### src/pidc_pkg.sv
// Types, constants and register layout of the PID controller.
package pidc_pkg;

   localparam int unsigned CSR_INDEX_W = 3;
   localparam int unsigned CSR_DATA_W  = 32;

   // Mode register bit positions
   localparam int unsigned MODE_TRAP  = 0;
   localparam int unsigned MODE_DMEAS = 1;
   localparam int unsigned MODE_SEP   = 2;
   localparam int unsigned MODE_CLAMP = 3;
   localparam int unsigned MODE_FF    = 4;

   localparam logic signed [31:0] ISUM_MAX = 32'sh7fff_ffff;
   localparam logic signed [31:0] ISUM_MIN = 32'sh8000_0000;

   typedef enum logic [CSR_INDEX_W-1:0] {
      CSR_KP        = 3'd0,
      CSR_KI        = 3'd1,
      CSR_KD        = 3'd2,
      CSR_KF        = 3'd3,
      CSR_LIMITS    = 3'd4,
      CSR_INT_LIMIT = 3'd5,
      CSR_INT_TRIG  = 3'd6,
      CSR_MODE      = 3'd7
   } csr_index_type;

   typedef struct packed {
      logic signed [15:0] kp;
      logic signed [15:0] ki;
      logic signed [15:0] kd;
      logic signed [15:0] kf;
      logic signed [15:0] max_out;
      logic signed [15:0] min_out;
      logic        [14:0] int_limit;
      logic        [14:0] int_trigger;
      logic        [4:0]  mode;
   } cfg_type;

   localparam cfg_type CFG_RESET = '{
      kp:          16'sd0,
      ki:          16'sd0,
      kd:          16'sd0,
      kf:          16'sd0,
      max_out:     16'sh7fff,
      min_out:     16'sh8000,
      int_limit:   15'h7fff,
      int_trigger: 15'h7fff,
      mode:        5'd0
   };

   // Truncated products handed from the multiply stage to the sum stage
   typedef struct packed {
      logic signed [24:0] p_term;
      logic signed [25:0] i_inc;
      logic signed [25:0] d_term;
      logic signed [24:0] f_raw;
      logic               sep_hit;
   } terms_type;

endpackage

### src/pidc_if.sv
// Valid/ready channel interfaces for samples and drive values.
interface pidc_req_if import pidc_pkg::*; ();
   logic               valid;
   logic               ready;
   logic signed [15:0] setpoint;
   logic signed [15:0] measured;

   modport source (output valid, output setpoint, output measured, input ready);
   modport sink   (input valid, input setpoint, input measured, output ready);
endinterface

interface pidc_rsp_if import pidc_pkg::*; ();
   logic               valid;
   logic               ready;
   logic signed [15:0] drive;

   modport source (output valid, output drive, input ready);
   modport sink   (input valid, input drive, output ready);
endinterface

### src/pidc_terms.sv
// Error differences and the four gain products, truncated to eight fraction bits (Q17.8 and Q18.8).
module pidc_terms import pidc_pkg::*; (
   input  cfg_type            cfg,
   input  logic signed [15:0] setpoint,
   input  logic signed [15:0] measured,
   input  logic signed [15:0] last_setpoint,
   input  logic signed [15:0] last_measured,
   input  logic signed [16:0] last_error,
   output logic signed [16:0] error,
   output terms_type          terms
);

   logic signed [17:0] err_sum;
   logic signed [17:0] err_diff;
   logic signed [17:0] meas_diff;
   logic signed [16:0] sp_diff;
   logic signed [17:0] i_op;
   logic signed [17:0] d_op;
   logic signed [32:0] p_prod;
   logic signed [33:0] i_prod;
   logic signed [33:0] d_prod;
   logic signed [32:0] f_prod;
   logic        [16:0] err_mag;

   assign error     = 17'(setpoint) - 17'(measured);
   assign err_sum   = 18'(error) + 18'(last_error);
   assign err_diff  = 18'(error) - 18'(last_error);
   assign meas_diff = 18'(last_measured) - 18'(measured);
   assign sp_diff   = 17'(setpoint) - 17'(last_setpoint);

   assign i_op = cfg.mode[MODE_TRAP]  ? err_sum   : 18'(error);
   assign d_op = cfg.mode[MODE_DMEAS] ? meas_diff : err_diff;

   assign p_prod = 33'(cfg.kp) * 33'(error);
   assign i_prod = 34'(cfg.ki) * 34'(i_op);
   assign d_prod = 34'(cfg.kd) * 34'(d_op);
   assign f_prod = 33'(cfg.kf) * 33'(sp_diff);

   // magnitude as unsigned so that the most negative error still compares right
   assign err_mag = error[16] ? 17'(-error) : 17'(error);

   // dropping low bits is the floor shift
   assign terms.p_term  = p_prod[32:8];
   assign terms.i_inc   = cfg.mode[MODE_TRAP] ? {i_prod[33], i_prod[33:9]} : i_prod[33:8];
   assign terms.d_term  = d_prod[33:8];
   assign terms.f_raw   = f_prod[32:8];
   assign terms.sep_hit = err_mag > {2'b00, cfg.int_trigger};

endmodule

### src/pid_controller_with_options.sv
// PID controller top level: register file, multiply stage and sum stage.
//
//  channel  | dir | transaction content
//  ---------+-----+----------------------------------------------
//  req_bus  | in  | setpoint, measured (signed Q8.8)
//  rsp_bus  | out | drive (signed Q8.8, clamped to output limits)
//  csr_*    | in  | csr_we, csr_index, csr_wdata: one register write
//
// Three register stages: input sample, truncated products, drive value.
// A sample passes the product and drive registers to rsp_bus, one per
// cycle unless the output stalls with the pipeline full. Integral and
// feedforward state close their loop in the sum stage, the difference
// history in the multiply stage. Each stage moves when the one after
// it is empty or draining, so bubbles fill while the output waits.
// Synchronous reset empties all stages and loads the register defaults.
module pid_controller_with_options import pidc_pkg::*; (
   input  logic                   clock,
   input  logic                   reset,
   pidc_req_if.sink               req_bus,
   pidc_rsp_if.source             rsp_bus,
   input  logic                   csr_we,
   input  logic [CSR_INDEX_W-1:0] csr_index,
   input  logic [CSR_DATA_W-1:0]  csr_wdata
);

   cfg_type            cfg_ff, cfg_in;

   logic               s0_v_ff, s0_v_in;
   logic               s1_v_ff, s1_v_in;
   logic               out_v_ff, out_v_in;
   logic               rdy0, rdy1, rdy2;
   logic               acc0, mv01, mv12;

   logic signed [15:0] sp_ff, ms_ff;
   logic signed [15:0] last_sp_ff, last_ms_ff;
   logic signed [16:0] last_err_ff;
   logic signed [16:0] error;
   terms_type          terms;
   terms_type          terms_ff;

   logic signed [31:0] isum_ff, isum_in;
   logic signed [15:0] fterm_ff, fterm_in;
   logic signed [15:0] drive_ff, drive_in;

   // ---------------- register file
   always_comb begin
      cfg_in = cfg_ff;
      if (csr_we) begin
         unique case (csr_index_type'(csr_index))
            CSR_KP:        cfg_in.kp          = csr_wdata[15:0];
            CSR_KI:        cfg_in.ki          = csr_wdata[15:0];
            CSR_KD:        cfg_in.kd          = csr_wdata[15:0];
            CSR_KF:        cfg_in.kf          = csr_wdata[15:0];
            CSR_LIMITS: begin
               cfg_in.min_out = csr_wdata[15:0];
               cfg_in.max_out = csr_wdata[31:16];
            end
            CSR_INT_LIMIT: cfg_in.int_limit   = csr_wdata[14:0];
            CSR_INT_TRIG:  cfg_in.int_trigger = csr_wdata[14:0];
            CSR_MODE:      cfg_in.mode        = csr_wdata[4:0];
         endcase
      end
   end

   // ---------------- pipeline flow
   assign rdy2 = !out_v_ff || rsp_bus.ready;
   assign rdy1 = !s1_v_ff || rdy2;
   assign rdy0 = !s0_v_ff || rdy1;
   assign req_bus.ready = rdy0;

   assign acc0 = req_bus.valid && rdy0;
   assign mv01 = s0_v_ff && rdy1;
   assign mv12 = s1_v_ff && rdy2;

   assign s0_v_in  = acc0 || (s0_v_ff && !rdy1);
   assign s1_v_in  = mv01 || (s1_v_ff && !rdy2);
   assign out_v_in = mv12 || (out_v_ff && !rsp_bus.ready);

   // ---------------- multiply stage
   pidc_terms u_terms (
      .cfg           (cfg_ff),
      .setpoint      (sp_ff),
      .measured      (ms_ff),
      .last_setpoint (last_sp_ff),
      .last_measured (last_ms_ff),
      .last_error    (last_err_ff),
      .error         (error),
      .terms         (terms)
   );

   // ---------------- sum stage
   always_comb begin
      logic signed [33:0] acc;
      logic signed [31:0] isum_sat;
      logic signed [31:0] lim;
      logic signed [15:0] half;
      logic signed [16:0] neg_half;
      logic signed [24:0] f_lim;
      logic signed [33:0] total;

      acc = 34'(isum_ff) + 34'(terms_ff.i_inc);
      if (acc > 34'(ISUM_MAX)) begin
         isum_sat = ISUM_MAX;
      end else if (acc < 34'(ISUM_MIN)) begin
         isum_sat = ISUM_MIN;
      end else begin
         isum_sat = acc[31:0];
      end
      if (cfg_ff.mode[MODE_SEP] && terms_ff.sep_hit) begin
         isum_sat = '0;
      end
      lim = $signed({17'd0, cfg_ff.int_limit});
      isum_in = isum_sat;
      if (cfg_ff.mode[MODE_CLAMP]) begin
         if (isum_sat > lim) begin
            isum_in = lim;
         end else if (isum_sat < -lim) begin
            isum_in = -lim;
         end
      end

      // feedforward limited to half the upper output limit
      half     = cfg_ff.max_out >>> 1;
      neg_half = -17'(half);
      f_lim    = terms_ff.f_raw;
      if (terms_ff.f_raw > 25'(half)) begin
         f_lim = 25'(half);
      end else if (terms_ff.f_raw < 25'(neg_half)) begin
         f_lim = 25'(neg_half);
      end
      fterm_in = cfg_ff.mode[MODE_FF] ? f_lim[15:0] : fterm_ff;

      total = 34'(terms_ff.p_term) + 34'(isum_in) + 34'(terms_ff.d_term) + 34'(fterm_in);
      if (total > 34'(cfg_ff.max_out)) begin
         drive_in = cfg_ff.max_out;
      end else if (total < 34'(cfg_ff.min_out)) begin
         drive_in = cfg_ff.min_out;
      end else begin
         drive_in = total[15:0];
      end
   end

   assign rsp_bus.valid = out_v_ff;
   assign rsp_bus.drive = drive_ff;

   // ---------------- registers
   always_ff @(posedge clock) begin
      if (reset) begin
         cfg_ff      <= CFG_RESET;
         s0_v_ff     <= 1'b0;
         s1_v_ff     <= 1'b0;
         out_v_ff    <= 1'b0;
         last_sp_ff  <= '0;
         last_ms_ff  <= '0;
         last_err_ff <= '0;
         isum_ff     <= '0;
         fterm_ff    <= '0;
      end else begin
         cfg_ff   <= cfg_in;
         s0_v_ff  <= s0_v_in;
         s1_v_ff  <= s1_v_in;
         out_v_ff <= out_v_in;
         if (mv01) begin
            last_sp_ff  <= sp_ff;
            last_ms_ff  <= ms_ff;
            last_err_ff <= error;
         end
         if (mv12) begin
            isum_ff  <= isum_in;
            fterm_ff <= fterm_in;
         end
      end
   end

   always_ff @(posedge clock) begin
      if (acc0) begin
         sp_ff <= req_bus.setpoint;
         ms_ff <= req_bus.measured;
      end
      if (mv01) begin
         terms_ff <= terms;
      end
      if (mv12) begin
         drive_ff <= drive_in;
      end
   end

endmodule

### src/flat_wrapper.sv
// flat-port wrapper written by rule: the top's interface ports become plain ports
module pid_controller_with_options_flat import pidc_pkg::*;
  (clock, reset, csr_we, csr_index, csr_wdata, req_bus_valid, req_bus_setpoint, req_bus_measured, req_bus_ready, rsp_bus_valid, rsp_bus_drive, rsp_bus_ready);
  pidc_req_if req_bus_i ();
  pidc_rsp_if rsp_bus_i ();
  input  logic clock;
  input  logic reset;
  input  logic csr_we;
  input  logic [CSR_INDEX_W-1:0] csr_index;
  input  logic [CSR_DATA_W-1:0] csr_wdata;
  input wire logic [$bits(req_bus_i.valid)-1:0] req_bus_valid;
  input wire logic [$bits(req_bus_i.setpoint)-1:0] req_bus_setpoint;
  input wire logic [$bits(req_bus_i.measured)-1:0] req_bus_measured;
  output wire logic [$bits(req_bus_i.ready)-1:0] req_bus_ready;
  output wire logic [$bits(rsp_bus_i.valid)-1:0] rsp_bus_valid;
  output wire logic [$bits(rsp_bus_i.drive)-1:0] rsp_bus_drive;
  input wire logic [$bits(rsp_bus_i.ready)-1:0] rsp_bus_ready;
  assign req_bus_i.valid = req_bus_valid;
  assign req_bus_i.setpoint = req_bus_setpoint;
  assign req_bus_i.measured = req_bus_measured;
  assign req_bus_ready = req_bus_i.ready;
  assign rsp_bus_valid = rsp_bus_i.valid;
  assign rsp_bus_drive = rsp_bus_i.drive;
  assign rsp_bus_i.ready = rsp_bus_ready;
  pid_controller_with_options u_core (.clock(clock), .reset(reset), .req_bus(req_bus_i), .rsp_bus(rsp_bus_i), .csr_we(csr_we), .csr_index(csr_index), .csr_wdata(csr_wdata));
endmodule
### config.mk
export PLATFORM = sky130hd
export DESIGN_NAME = pid_controller_with_options_flat
export DESIGN_NICKNAME = d
export VERILOG_FILES = /design/src/pidc_pkg.sv /design/src/pidc_if.sv /design/src/pidc_terms.sv /design/src/pid_controller_with_options.sv /design/src/flat_wrapper.sv
export SDC_FILE = /design/constraint.sdc
export NUM_CORES = 2
export LEC_CHECK = 0
export BUFFER_PORTS_ARGS = -buffer_cell sky130_fd_sc_hd__buf_2
export CORE_UTILIZATION = 45
export CTS_CLUSTER_DIAMETER = 150
export CTS_CLUSTER_SIZE = 20
export DETAILED_ROUTE_END_ITERATION = 12
export PLACE_DENSITY_LB_ADDON = 0.05
export SYNTH_ARGS = -nofsm -noshare
export SYNTH_HDL_FRONTEND = slang
export SYNTH_SLANG_ARGS = --single-unit
### constraint.sdc
create_clock -name clock -period 19.9 [get_ports clock]
set_input_delay 1.99 -clock clock [delete_from_list [all_inputs] [get_ports clock]]
set_output_delay 1.99 -clock clock [all_outputs]
set_load 0.02 [all_outputs]
Word-level counts from Yosys, hierarchy flattened
Index checks and enable logic that the tools add are counted.

storage, ports and cells
  bits in registers = 382
  input port bits = 72
  word-level logic and storage cells = 100

cells by class
  add/sub/neg operators = 12
  $mul = 4
  $lt $le $gt $ge = 9
  equality and inequality tests = 7
  mux-type cells = 15
  reductions and logical operators = 28

operator list
  operator                                                      number
  two-way mux 32 bit                                            6
  two-way mux 16 bit                                            5
  multiplier 16 x 18 -> 34 bit                                  2
  multiplier 16 x 17 -> 33 bit                                  2
  subtractor 16 x 16 -> 17 bit                                  3
  two-way mux 18 bit                                            2
  adder 33 x 26 -> 34 bit                                       1
  adder 34 x 16 -> 34 bit                                       1
  > comparator 34 x 16 -> 1 bit                                 1
  > comparator 34 x 32 -> 1 bit, second input constant          1
  less-than comparator 34 x 16 -> 1 bit                         1
  less-than comparator 34 x 32 -> 1 bit, second input constant  1
  adder 25 x 32 -> 33 bit                                       1
  adder 32 x 26 -> 33 bit                                       1
  > comparator 32 x 16 -> 1 bit                                 1
  less-than comparator 32 bit                                   1
  negation 15 -> 32 bit                                         1
  > comparator 25 x 15 -> 1 bit                                 1
  less-than comparator 25 x 17 -> 1 bit                         1
  two-way mux 25 bit                                            1
  adder 17 x 17 -> 18 bit                                       1
  subtractor 17 x 17 -> 18 bit                                  1
  > comparator 17 x 15 -> 1 bit                                 1
  two-way mux 17 bit                                            1
  10 further kinds                                              37

Depth between registers and ports, before layout
  depth after elaboration = 15
  mapped depth = 69

By module
From an unflattened synthesis, not the netlist that was laid out.

unflattened totals
  cell total of the unflattened synthesis = 8061
  area total of the unflattened synthesis = 71071.9 um^2

by module, submodules not included
  module                       instances  cells an instance  area an instance (um^2)  sequential area each (um^2)
  pidc_terms                   1          5419               46876.2                  0.0
  pid_controller_with_options  1          2642               24195.7                  9158.8

Worst setup path after synthesis
No wires, ideal clock.

  kind = reg2reg
  from = register u_core.terms_ff[57] (netlist bit)
  to = register u_core.drive_ff[10] (netlist: u_core.rsp_bus.drive[10]) (data pin)
  library setup time = 0.279 ns
  arrival = 11.359 ns
  required time = 19.621 ns
  path slack = 8.262 ns
  cell stages (with the launch flop) = 67
  buffers on the path = 5
  clock period less this slack = 11.638 ns
  cell sequence = edfxtp_1 ha_1 a21o_1 or3_1 o21a_1 a211o_1 nand4_1 a21oi_1 nor2_1 o21ai_0 o21ai_0 clkbuf_1 clkbuf_1 nand2_1 nand2_1 inv_1 ha_1 a21o_1 [31 not listed] a2111o_1 a21o_1 a21oi_1 xnor2_1 ha_1 a21o_1 a21o_1 a21oi_1 nor2b_1 o21ai_0 nand2b_1 a21oi_1 nand3_1 o21ai_0 a21o_1 clkbuf_1 buf_1 mux2i_1

between the ends
  word-level cells in the longest chain between the ends = 15
  elaborated cells between the ends (all ways) = 18
  classes of those cells = add/sub: 4; order compare: 6; mux: 8

RTL lines
  what                                   RTL line                            source
  start, declared                        pid_controller_with_options.sv:39   terms_type terms_ff;
  start signal, assigned                 pid_controller_with_options.sv:181  terms_ff <= terms;
  adder 32 x 26 -> 33 bit *              pid_controller_with_options.sv:101  acc = 34'(isum_ff) + 34'(terms_ff.i_inc);
  less-than comparator 34 x 32 -> 1 bit  pid_controller_with_options.sv:104  end else if (acc < 34'(ISUM_MIN)) begin
  two-way mux 32 bit                     pid_controller_with_options.sv:104
  two-way mux 32 bit *                   pid_controller_with_options.sv:102  if (acc > 34'(ISUM_MAX)) begin
  two-way mux 32 bit *                   pid_controller_with_options.sv:109  if (cfg_ff.mode[MODE_SEP] && terms_ff.sep_hit) begin
  less-than comparator 32 bit            pid_controller_with_options.sv:117  end else if (isum_sat < -lim) begin
  two-way mux 32 bit                     pid_controller_with_options.sv:117
  two-way mux 32 bit                     pid_controller_with_options.sv:115  if (isum_sat > lim) begin
  two-way mux 32 bit *                   pid_controller_with_options.sv:114  if (cfg_ff.mode[MODE_CLAMP]) begin
  adder 25 x 32 -> 33 bit *              pid_controller_with_options.sv:133  total = 34'(terms_ff.p_term) + 34'(isum_in) + 34'(terms_ff.d_term) + 34'(fterm_in);
  adder 33 x 26 -> 34 bit *              pid_controller_with_options.sv:133
  adder 34 x 16 -> 34 bit *              pid_controller_with_options.sv:133
  less-than comparator 34 x 16 -> 1 bit  pid_controller_with_options.sv:136  end else if (total < 34'(cfg_ff.min_out)) begin
  two-way mux 16 bit                     pid_controller_with_options.sv:136
  two-way mux 16 bit *                   pid_controller_with_options.sv:134  if (total > 34'(cfg_ff.max_out)) begin
  net u_core.drive_in[10]                pid_controller_with_options.sv:43   logic signed [15:0] drive_ff, drive_in;
  end signal, assigned                   pid_controller_with_options.sv:184  drive_ff <= drive_in;
  end, declared                          pid_controller_with_options.sv:43

The timed path passes the listed nets; every way through them passes the cells marked *.
A chain may end at the register's enable or synchronous reset.

Worst setup path after layout
  from = register u_core.isum_ff[0]
  to = register u_core.drive_ff[0] (netlist: u_core.rsp_bus.drive[0]) (data pin)

between the ends
  word-level cells in the longest chain between the ends = 15
  elaborated cells between the ends (all ways) = 18
  classes of those cells = add/sub: 4; order compare: 6; mux: 8

RTL lines
  what                                   RTL line                            source
  start, declared                        pid_controller_with_options.sv:41   logic signed [31:0] isum_ff, isum_in;
  start signal, assigned                 pid_controller_with_options.sv:169  isum_ff <= isum_in;
  adder 32 x 26 -> 33 bit *              pid_controller_with_options.sv:101
  less-than comparator 34 x 32 -> 1 bit  pid_controller_with_options.sv:104
  two-way mux 32 bit                     pid_controller_with_options.sv:104
  two-way mux 32 bit *                   pid_controller_with_options.sv:102
  two-way mux 32 bit *                   pid_controller_with_options.sv:109
  less-than comparator 32 bit            pid_controller_with_options.sv:117
  two-way mux 32 bit                     pid_controller_with_options.sv:117
  two-way mux 32 bit                     pid_controller_with_options.sv:115
  two-way mux 32 bit *                   pid_controller_with_options.sv:114
  adder 25 x 32 -> 33 bit *              pid_controller_with_options.sv:133
  adder 33 x 26 -> 34 bit *              pid_controller_with_options.sv:133
  adder 34 x 16 -> 34 bit *              pid_controller_with_options.sv:133
  less-than comparator 34 x 16 -> 1 bit  pid_controller_with_options.sv:136
  two-way mux 16 bit                     pid_controller_with_options.sv:136
  two-way mux 16 bit *                   pid_controller_with_options.sv:134
  net u_core.drive_in[0]                 pid_controller_with_options.sv:43

Marks and branches as above.

==> out/metrics.yaml <==
global_route:
  grt_pass1_vias: 55323
  grt.overflow.total: 0
  grt_pass1_wl_microns: 336000
  grt_start_max_net_pins: 88
  grt_usage: 0.281
  antenna_found_initial: 16
sta:
  setup_viol: 0
  period_share: 0.727
  fmax_mhz: 69.1
  hold_viol: 0
  drv_slew: 0
  whs_ns: 0.459
  rsz0062_at_grt: "false"
  setup_tns_ns: 0
  finClkSkew_ns: 0.0628
  min_period_ns: 14.47
  relSlewSlack: 0.0840
  worst_pin_slew_ns: 1.36
route:
  wl_microns: 215000
  firstDrtPassIters: 6
  via_per_inst: 5.43
  drcViolationCount: 0
  drt_iter0_markers: 3544
  vias: 53249
  wl_per_cell_microns: 22.0
  ant_nets: 0
setup_path:
  critical_path_class: "reg2reg"
  startpoint_type: "flop"
  max_stage_delay_ns: 0.95
  cpMaxStageDelayCell: "a21oi_1"
  worstPathMaxFanout: 20
  crit_path_end_kind: "flop"
  r2r_end: "u_core.rsp_bus.drive[0]$_DFFE_PP_"
  cp.required_ns: 20.26
  cp.arrival_ns: 14.83
  rr_worst_depth: 50
  rrSetupSlack_ns: 5.43
  r2r_start: "u_core.isum_ff[0]$_SDFFE_PP0P_"
power_and_ir_drop:
  powerDensity_mw_per_mm2: 68.8
  leakage_nw: 31.6
  irDropWorstVdd_mv: 0.100
min_path:
  holdPathStages: 2
  hold_path_class: "reg2reg"
  whs_endpoint: "u_core.last_sp_ff[14]$_SDFFE_PP0P_"
  min_from: "u_core.last_sp_ff[14]$_SDFFE_PP0P_"
synth:
  ys_ff_latch: 382
  ys_async_sr_fraction: 0
  synth_nets: 9785
  syn_inst: 7868
  netlist.area_leader.share: 0.345
  synth_area_leaders: "fa_1 35%, ha_1 12%, inv_1 7.8%, dfxtp_1 6.6%, edfxtp_1 6.5%"
  yosysSeqAreaShare: 0.132
  synth_ff_type: "dfxtp_1"
  synth-edff-count: 151
  synth_area_per_cell_sq_um: 8.84
  yosysWarnings: 0
  yosysTopAreaCell: "fa_1"
  synth_area_sq_mm: 0.0696
  synth.distinct_cells: 104
cts:
  cts_resized: 0
  clock_sinks: 382
  cts_setup_buffers: 0
  clock-root-buffer: "clkbuf_16"
  h-tree-depth: 1
  clk_latency_ns: 0.65
  postCtsHoldBufs: 0
  cts_buffers: 24
  clock_path_buffers: 3
  cts_tree: "built"
  clk_pin_slew_ns: 0.10
final_layout:
  synthToLayoutAreaGrowth_pct: 4.98
  finish.utilization: 0.479
  layout_commonest_cell: "inv_1"
  final_layout_size_suffix_gt1_frac: 0.0469
  final_cell_mix: "1,449 x inv_1, 1,199 x fa_1, 1,153 x nand2_1, 646 x ha_1, 398 x and2_1"
  fin_nets: 9668
floorplan:
  boundaryPins: 90
  die_w_microns: 395
  die_y_microns: 395
  start_util: 0.456
  die-area_sq_mm: 0.156
  core_sq_mm: 0.153
  rows: 143
outcome:
  status: "finished, final reports clean"
placement:
  dpl.hpwl_microns: 170000
  port_buffers: 89
  gp_congestion: 0.914
run:
  max-cap-violations: 0
==> registers in the layout, indices dropped and copies added, names as in the netlist <==
name                  cells
u_core.terms_ff         103
u_core.fterm_ff          16
u_core.s1_v_ff            1
u_core.rsp_bus.drive     16
u_core.last_err_ff       17
u_core.isum_ff           32
u_core.ms_ff             16
u_core.s0_v_ff            1
u_core.last_sp_ff        16
u_core.sp_ff             16
u_core.last_ms_ff        16
u_core.cfg_ff           131
u_core.rsp_bus.valid      1
==> worst max-delay path: cells and delay by family (launching register included) <==
family	cells	cell delay, ns
buffers and inverters	2	0.31
AO/OA/AOI/OAI	28	8.47
AND/OR/NAND/NOR	10	1.67
multiplexers	2	0.68
flip-flops	1	0.34
XOR/XNOR	1	0.17
adder cells (fa/ha/maj)	7	2.54
==> cells in the mapped netlist, types with 10 or more instances <==
cell,n
inv_1,1449
fa_1,1199
nand2_1,1154
ha_1,646
and2_1,398
a21oi_1,375
nor2_1,332
clkbuf_1,311
dfxtp_1,231
xnor2_1,198
o21ai_0,159
edfxtp_1,151
nand3_1,101
nand2b_1,77
nor3_1,77
a21o_1,75
mux2i_1,71
nor2b_1,67
o21a_1,61
xor2_1,52
a211oi_1,41
nand4_1,38
a211o_1,36
or2_2,36
and3_1,31
nand3b_1,31
buf_1,27
o22ai_1,27
or3_1,27
a31oi_1,25
o211ai_1,25
o31ai_1,23
nor4_1,21
a22o_1,18
o21bai_1,18
o221ai_1,18
a21boi_0,17
mux2_2,15
o21ai_1,12
a311oi_1,11
a221oi_1,10
nor4bb_1,10
==> stage by stage <==
stage               instance area (sq um)  setup slack, ns  instances  total power, mW
floorplan                           69600             8.26       7868             3.33
global placement                    72300             5.57       9755             4.43
detailed placement                  72300             5.63       9755             4.46
CTS                                 73000             5.56       9798             5.04
global route                        73000             4.40       9798             5.46
finish                              73000             5.43       9799             5.02
==> cell type report <==
cell class	instances	area (sq um)
diodes	1	2.50
clock inverters	3	47.5
multi-input cells	5683	53800
flip-flops and latches	382	9160
clock buffers	40	682
fillers	14903	79600
repair buffers	207	1340
inverters	1453	5460
well taps	2030	2540
==> kinds of logic (layout without fill, tap and decap cells) <==
| kind of cell | count (synthesis) | count (layout) | synth area share |
|---|---|---|---|
| AOI/OAI and AO/OA | 1064 | 1064 | 0.0996 |
| xor gates and xnor gates | 250 | 250 | 0.0315 |
| adders and majority gates | 1852 | 1852 | 0.462 |
| buffers and inverters | 1803 | 1703 | 0.0979 |
| DFF | 382 | 382 | 0.132 |
| muxes | 86 | 86 | 0.0126 |
| other | 0 | 1 | 0 |
| and+or+nand+nor | 2431 | 2431 | 0.165 |
==> where the power goes <==
group / internal, mW / total, mW / switching (mW) / leakage, nW
registers: 0.921 / 0.987 / 0.0656 / 3.32
logic: 1.30 / 3.47 / 2.18 / 27.9
clock network: 0.240 / 0.562 / 0.321 / 0.349
total: 2.46 / 5.02 / 2.56 / 31.6
==> routing by layer <==
metal	part of all wire	track usage
met5	0.00036	0
met4	0.024	0.0601
met3	0.056	0.0304
met2	0.45	0.453
met1	0.47	0.407
==> worst max path at each step <==
stage	startpoint	end	slack, ns	cells past startpoint
2_1_floorplan	u_core.terms_ff[57]$_DFFE_PP_	u_core.rsp_bus.drive[10]$_DFFE_PP_	8.26	66
3_3_place_gp	u_core.isum_ff[0]$_SDFFE_PP0P_	u_core.rsp_bus.drive[0]$_DFFE_PP_	5.57	50
3_5_place_dp	u_core.isum_ff[0]$_SDFFE_PP0P_	u_core.rsp_bus.drive[0]$_DFFE_PP_	5.63	53
4_1_cts	u_core.isum_ff[0]$_SDFFE_PP0P_	u_core.rsp_bus.drive[0]$_DFFE_PP_	5.56	53
5_1_grt	u_core.isum_ff[0]$_SDFFE_PP0P_	u_core.rsp_bus.drive[0]$_DFFE_PP_	4.40	54
6_report	u_core.isum_ff[0]$_SDFFE_PP0P_	u_core.rsp_bus.drive[0]$_DFFE_PP_	5.43	50
(Power assumes the default switching activity.)
